==> src/mtrs_pkg.sv <==
// Shared types and constants of the Modbus TCP register server.
package mtrs_pkg;

    localparam int REG_DEPTH_DEF = 256;
    localparam int MAX_REGS_DEF  = 64;
    localparam int HDR_LEN       = 13;

    localparam logic [1:0] OP_REQ_BYTE   = 2'd0;
    localparam logic [1:0] OP_LOAD_INPUT = 2'd1;
    localparam logic [1:0] OP_READ_HOLD  = 2'd2;

    localparam logic [7:0] FC_RD_HOLD   = 8'd3;
    localparam logic [7:0] FC_RD_INPUT  = 8'd4;
    localparam logic [7:0] FC_WR_SINGLE = 8'd6;
    localparam logic [7:0] FC_WR_MULTI  = 8'd16;

    typedef struct packed {
        logic [1:0]  opcode;
        logic [7:0]  data_byte;
        logic        frame_end;
        logic [7:0]  reg_index;
        logic [15:0] reg_value;
    } req_t;

    typedef struct packed {
        logic [15:0] transaction_id;
        logic [15:0] protocol_id;
        logic [15:0] length_field;
        logic [7:0]  unit_id;
        logic [7:0]  function_code;
        logic [7:0]  byte_count;
        logic [15:0] word_a;
        logic [15:0] word_b;
        logic        has_data;
        logic        last;
        logic        error;
    } rsp_t;

    typedef enum logic [2:0] {
        RK_NONE,
        RK_ERROR,
        RK_WRITE1,
        RK_WRITEN,
        RK_READ0,
        RK_READ
    } resp_kind_t;

    typedef enum logic [1:0] {
        EK_APP,
        EK_SINGLE,
        EK_READ
    } emit_kind_t;

    typedef enum logic [3:0] {
        ST_CLEAR,
        ST_IDLE,
        ST_DECODE,
        ST_APP_RD,
        ST_APP_EMIT,
        ST_SINGLE,
        ST_COPY_RD,
        ST_COPY_WR,
        ST_READ_ADDR,
        ST_READ_EMIT
    } state_t;

    typedef struct packed {
        logic       clr_step;
        logic       take;
        logic       hold_wr1;
        logic       copy_wr;
        logic       cnt_inc;
        logic       rd_app;
        logic       emit;
        emit_kind_t emit_kind;
    } cmd_t;

    typedef struct packed {
        logic       clr_done;
        resp_kind_t kind;
        logic       n_zero;
        logic       cnt_last;
        logic       out_free;
    } status_t;

endpackage

==> src/mtrs_ctrl.sv <==
// Controller state machine of the register server.
module mtrs_ctrl (
    input  logic              clk,
    input  logic              rst_n,
    input  logic              req_valid,
    input  logic [1:0]        req_opcode,
    input  logic              req_frame_end,
    input  mtrs_pkg::status_t status,
    output logic              req_ready,
    output mtrs_pkg::cmd_t    cmd
);
    mtrs_pkg::state_t state_reg;
    mtrs_pkg::state_t state_next;
    logic             take;

    assign req_ready = (state_reg == mtrs_pkg::ST_IDLE);
    assign take      = req_ready & req_valid;

    always_ff @(posedge clk or negedge rst_n)
    begin
        if (!rst_n)
        begin
            state_reg <= mtrs_pkg::ST_CLEAR;
        end
        else
        begin
            state_reg <= state_next;
        end
    end

    always_comb
    begin
        state_next = state_reg;
        unique case (state_reg)
            mtrs_pkg::ST_CLEAR:
            begin
                if (status.clr_done)
                begin
                    state_next = mtrs_pkg::ST_IDLE;
                end
            end
            mtrs_pkg::ST_IDLE:
            begin
                if (take)
                begin
                    if (req_opcode == mtrs_pkg::OP_REQ_BYTE && req_frame_end)
                    begin
                        state_next = mtrs_pkg::ST_DECODE;
                    end
                    else if (req_opcode == mtrs_pkg::OP_READ_HOLD)
                    begin
                        state_next = mtrs_pkg::ST_APP_RD;
                    end
                end
            end
            mtrs_pkg::ST_DECODE:
            begin
                unique case (status.kind)
                    mtrs_pkg::RK_NONE:   state_next = mtrs_pkg::ST_IDLE;
                    mtrs_pkg::RK_WRITEN:
                    begin
                        state_next = status.n_zero ? mtrs_pkg::ST_SINGLE
                                                   : mtrs_pkg::ST_COPY_RD;
                    end
                    mtrs_pkg::RK_READ:   state_next = mtrs_pkg::ST_READ_ADDR;
                    default:             state_next = mtrs_pkg::ST_SINGLE;
                endcase
            end
            mtrs_pkg::ST_APP_RD:
            begin
                state_next = mtrs_pkg::ST_APP_EMIT;
            end
            mtrs_pkg::ST_APP_EMIT, mtrs_pkg::ST_SINGLE:
            begin
                if (status.out_free)
                begin
                    state_next = mtrs_pkg::ST_IDLE;
                end
            end
            mtrs_pkg::ST_COPY_RD:
            begin
                state_next = mtrs_pkg::ST_COPY_WR;
            end
            mtrs_pkg::ST_COPY_WR:
            begin
                state_next = status.cnt_last ? mtrs_pkg::ST_SINGLE : mtrs_pkg::ST_COPY_RD;
            end
            mtrs_pkg::ST_READ_ADDR:
            begin
                state_next = mtrs_pkg::ST_READ_EMIT;
            end
            mtrs_pkg::ST_READ_EMIT:
            begin
                if (status.out_free)
                begin
                    state_next = status.cnt_last ? mtrs_pkg::ST_IDLE
                                                 : mtrs_pkg::ST_READ_ADDR;
                end
            end
            default:
            begin
                state_next = mtrs_pkg::ST_IDLE;
            end
        endcase
    end

    always_comb
    begin
        cmd           = '0;
        cmd.emit_kind = mtrs_pkg::EK_SINGLE;
        cmd.take      = take;
        unique case (state_reg)
            mtrs_pkg::ST_CLEAR:     cmd.clr_step = 1'b1;
            mtrs_pkg::ST_DECODE:    cmd.hold_wr1 = (status.kind == mtrs_pkg::RK_WRITE1);
            mtrs_pkg::ST_APP_RD:    cmd.rd_app   = 1'b1;
            mtrs_pkg::ST_APP_EMIT:
            begin
                cmd.rd_app    = 1'b1;
                cmd.emit      = status.out_free;
                cmd.emit_kind = mtrs_pkg::EK_APP;
            end
            mtrs_pkg::ST_SINGLE:    cmd.emit = status.out_free;
            mtrs_pkg::ST_COPY_WR:
            begin
                cmd.copy_wr = 1'b1;
                cmd.cnt_inc = 1'b1;
            end
            mtrs_pkg::ST_READ_EMIT:
            begin
                cmd.emit      = status.out_free;
                cmd.cnt_inc   = status.out_free;
                cmd.emit_kind = mtrs_pkg::EK_READ;
            end
            default:
            begin
            end
        endcase
    end
endmodule

==> config.mk <==
export PLATFORM = sky130hd
export DESIGN_NAME = mtrs_ctrl
export DESIGN_NICKNAME = d
export VERILOG_FILES = /design/src/mtrs_pkg.sv /design/src/mtrs_ctrl.sv
export SDC_FILE = /design/constraint.sdc
export NUM_CORES = 1
export LEC_CHECK = 0
export ABC_AREA = 0
export ABC_CLOCK_PERIOD_IN_PS = 1900
export BUFFER_PORTS_ARGS = -buffer_cell sky130_fd_sc_hd__buf_4
export CAP_MARGIN = 20
export CORE_AREA = 10 10 47 49
export CTS_CLUSTER_DIAMETER = 120
export DETAILED_ROUTE_END_ITERATION = 8
export DIE_AREA = 0 0 57 59
export PLACE_DENSITY = 0.62
export SYNTH_ARGS = -nofsm -noshare
export SYNTH_HDL_FRONTEND = slang
export SYNTH_SLANG_ARGS = --single-unit
==> constraint.sdc <==
create_clock -name clk -period 1.9 [get_ports clk]
set_clock_uncertainty 0.2 [all_clocks]
set_input_delay 0.38 -clock clk [delete_from_list [all_inputs] [get_ports clk]]
set_output_delay 0.38 -clock clk [all_outputs]
set_load 0.005 [all_outputs]
Word-level counts from Yosys, hierarchy flattened
Cells that the tools add are included.
- output and inout port bits: 10
- bits of input ports: 13
- register bits: 4
- equality and inequality tests: 18
- bitwise gates (word level): 1
- reduce and logical (&&, ||, !) cells: 8
- mux-type cells: 18
- operator list (kind ; number):
    4-bit one-hot mux with 9 select lines ; 1
    4-bit two-way mux ; 7
    4-bit by 3-bit == test with 1-bit output, second input constant ; 4
    4-bit one-hot mux with 3 select lines ; 1
    4-bit by 2-bit == test with 1-bit output, second input constant ; 2
    4-bit == test, second input constant ; 2
    3-bit by 2-bit == test with 1-bit output, second input constant ; 2
    2-bit inequality test, second input constant ; 3
    1-bit two-way mux ; 5
    5-bit AND reduction ; 1
    4-bit by 1-bit == test with 1-bit output, second input constant ; 1
    4-bit logical NOT ; 1
    2-bit two-way mux ; 2
    2-bit one-hot mux with 2 select lines ; 1
    2-bit OR reduction ; 2
    3-bit == test, second input constant ; 1
    3-bit logical NOT ; 1
    3-bit by 1-bit inequality test with 1-bit output, second input constant ; 1
    3-bit OR reduction ; 1
    2-bit == test, second input constant ; 1
    2-bit logical NOT ; 1
    2-bit by 1-bit inequality test with 1-bit output, second input constant ; 1
    1-bit one-hot mux with 2 select lines ; 1
    1-bit AND ; 1
    1-bit logical AND ; 1

Longest topological paths before layout
- word-level depth: 5
- gate-level depth with buffers: 5
- depth with buffers taken out: 4

Least setup slack after synthesis
No wires, ideal clock.
- path kind: reg2out
- start: register state_reg[0]
- end: output cmd[6] in the netlist's numbering
- arrival: 1.238 ns
- stages on the path, launching flop included: 3
- required time: 1.320 ns
- setup slack: 0.082 ns
- cells stage by stage: dfrtp_1 > or4b_1 > nor4b_1
- RTL lines (item ; line ; text):
    start, declared ; mtrs_ctrl.sv:12 ; mtrs_pkg::state_t state_reg;
    start signal, assigned ; mtrs_ctrl.sv:23 ; state_reg <= mtrs_pkg::ST_CLEAR;
    start signal, assigned ; mtrs_ctrl.sv:27 ; state_reg <= state_next;
    end, declared ; mtrs_ctrl.sv:10 ; output mtrs_pkg::cmd_t cmd

==> reports/metrics.yaml <==
outcome: "finished, violations left"
largest_reg_flops: 4
cts_made_buffers: 3
max_freq_ghz: 0.476
worst-setup-path-type: "flop to primary output"
routed_wl_mm: 1.80
viasPerCell: 5.72
p_clk_share_pct: 8.5
comb_power_share_pct: 79.8
critical_path_arrival_ns: 1.52
core_area_sq_mm: 0.00140
drc_errors: 0
cap_viol_max_count: 0
critPathMaxStageDelay_ns: 0.55
reg2reg_depth: 6
final_nets: 114
die_area_sq_mm: 0.00336
timing.final.ws_setup_ns: -0.201
port_buffers: 22
register_area_sq_um: 100
antenna_found_initial: 0
cts_root_buf: "clkbuf_4"
synth.area.top_cells: "dfrtp_1, nand2b_1, nor3b_1, nor2_1, a21oi_1"
failed_checks: "negative setup slack"
synth_top_area_share_pct: 20.9
dieHeight_microns: 59
cts_sinks: 4
fillCellCount: 133
crit_path_start_kind: "flop"
wl_per_cell_microns: 15.6
firstDrtPassIters: 4
path_clk_slew_ns: 0.04
powerDensity_mw_per_mm2: 1370
holdCritPathClass: "primary input to asynchronous set/reset pin"
rows: 14
worst-endpoint-required_ns: 1.32
drt_iter0_drc: 11
layout-drive-gt1-share_pct: 59.6
multi_input_area_sq_um: 440
sequentialPowerShare_pct: 11.8
drv_slew: 0
p_int_mw: 0.724
post-route-period-util_pct: 111
switching_share_pct: 40.6
hpwl_mm: 1.14
setup_viol: 3
postPlaceCellArea_sq_um: 683
tritoncts: "built"
netlist_area_sq_um: 479
path_cells: "or4b_4, nor4b_4, buf_4"
diodes: 0
rsz0062_at_grt: "yes"
crit_fanout: 2
gp_congestion: 0.767
cellLeakagePower_nw: 0.410
min_period_ns: 2.10
htreeDepth: 1
grt_max_degree: 16
worst_pin_slew_ns: 0.341
grt_usage_pct: 8.39
vias: 658
yosysWarningCount: 0
ios: 23
clock_tree.buffer_depth: 2
path_buf_inv: 1
final_antenna_net_count: 0
syn2layout_area_growth_pct: 85.1
final_area_sq_um: 887
synth_cells: 64
critical_path_depth: 3
finalHoldViolCount: 0
critPathSlowestCell: "or4b_4"
ir_worst_vdd_uv: 814
clk_latency_ns: 0.23
synth_top_area_cell: "dfrtp_1"
start_util_pct: 34.2
grt-ovfl-total: 0
mappedNetlistNets: 77
power_mw: 1.22
cp_top_family: "simple AND/OR/NAND/NOR gates"
die_width_microns: 57
grt_pass1_vias: 571
slew-limit-headroom_pct: 77.3
ys_ff_latch: 4
ys_seq_area_share_pct: 20.9
synth_cell_types: 34
grt_pass1_wl_mm: 2.41
p_sw_mw: 0.495
crit_path_end_kind: "primary output"
synth_area_per_cell_sq_um: 7.49
worst register-to-register path, cell delays in order (launching register included):
cell and delay, ns:
dfrtp_1 0.37, buf_4 0.12, buf_2 0.16, nand3b_1 0.09
o221ai_1 0.29, o21ai_1 0.18, a2111oi_2 0.31
path summary, 6_finish.rpt:
kind,start,to,slack (ns)
max,state_reg[2],cmd[6],-0.20
min,rst_n,state_reg[1],0.27
max reg2reg,state_reg[0],state_reg[1],0.06
min reg2reg,state_reg[3],state_reg[2],0.48
max in group asynchronous,rst_n,state_reg[2],1.13
min in group clk,status[0],state_reg[2],0.27
final cells by class:
| class | count | area share, % |
|---|---|---|
| Clock buffer | 3 | 2.54 |
| Inverter | 2 | 0.846 |
| Tap cell | 16 | 2.26 |
| Sequential cell | 4 | 11.3 |
| Multi-Input combinational cell | 53 | 49.6 |
| Timing Repair Buffer | 37 | 33.4 |
cell families (layout without fill, tap and decap cells):
logic type / after synthesis / after routing / share of synthesized area (%)
AO/OA/AOI/OAI: 18 / 18 / 26.4
XOR/XNOR: 1 / 1 / 1.83
buffers and inverters: 7 / 42 / 7.05
flip-flops: 4 / 4 / 20.9
AND/OR/NAND/NOR: 34 / 34 / 43.9
cells in the mapped netlist (all sizes together):
| cell type | number |
|---|---|
| nand2b | 5 |
| a2111oi | 1 |
| or4 | 1 |
| o31ai | 1 |
| nor3 | 1 |
| nand3b | 1 |
| and4bb | 1 |
| a41oi | 1 |
| o21ai | 4 |
| xnor2 | 1 |
| buf | 4 |
| nor2 | 7 |
| clkbuf | 1 |
| or2 | 1 |
| a2bb2oi | 1 |
| and2 | 2 |
| a22oi | 1 |
| nor4 | 1 |
| nand2 | 1 |
| nor3b | 4 |
| o2bb2ai | 1 |
| nand3 | 1 |
| o221ai | 2 |
| inv | 2 |
| and3 | 2 |
| nor2b | 3 |
| a21oi | 5 |
| a21o | 1 |
| dfrtp | 4 |
| nor4b | 1 |
| nand4 | 1 |
| or4b | 1 |
per-stage QoR:
stage / hold slack [ns] / std cells / TNS (ns) / utilization, % / worst slack [ns]
finish: 0.274 / 115 / -0.282 / 63.3 / -0.201
global route: 0.279 / 115 / -0.640 / 63.3 / -0.240
CTS: 0.268 / 107 / -0.519 / 53.4 / -0.205
detailed placement: -0.0235 / 103 / 0 / 48.8 / 0.00353
global placement: -0.0238 / 103 / 0 / 48.8 / 0.0279
floorplan: -0.116 / 64 / 0 / - / 0.0824
power by group through the flow:
stage          Sequential, mW  Combinational, mW  Clock, mW
2_1_floorplan           0.148              0.376          0
3_3_place_gp            0.131              0.635          0
3_5_place_dp            0.134              0.637          0
4_1_cts                 0.136              0.682      0.109
5_1_grt                 0.147               1.03      0.112
6_report                0.143              0.973      0.104
placed cells by master, fill, tap and decap left out, types with 2 or more instances in the layout:
| cell type | Yosys | routed |
|---|---|---|
| inv_1 | 2 | 2 |
| nor3b_1 | 4 | 2 |
| clkbuf_4 | 0 | 3 |
| nand2b_1 | 5 | 4 |
| a21oi_1 | 5 | 3 |
| o21ai_0 | 3 | 2 |
| o221ai_1 | 2 | 2 |
| nor2b_4 | 0 | 2 |
| and2_4 | 0 | 2 |
| buf_6 | 0 | 5 |
| nor2_1 | 7 | 6 |
| buf_4 | 1 | 30 |
| nor3b_2 | 0 | 2 |
| dfrtp_1 | 4 | 4 |
| a21oi_2 | 0 | 2 |
timing repair:
item	4_1_cts	5_1_grt
setup endpoints to repair	8	9
hold endpoints to repair	4	0
cloned	0	1
buffers inserted	0	7
hold buffers	1	0
gates resized for setup	8	19
pin swaps	1	5
routing by layer:
layer / track usage [%] / vias up / part of all wire [%]
met1: 8.93 / 320 / 37
met5: 0 / - / 0
met2: 15.0 / 24 / 54
met3: 2.79 / 6 / 6.4
met4: 3.02 / 0 / 2.8
li1: - / 308 / -
No activity file was read; power rests on OpenSTA's default activity.
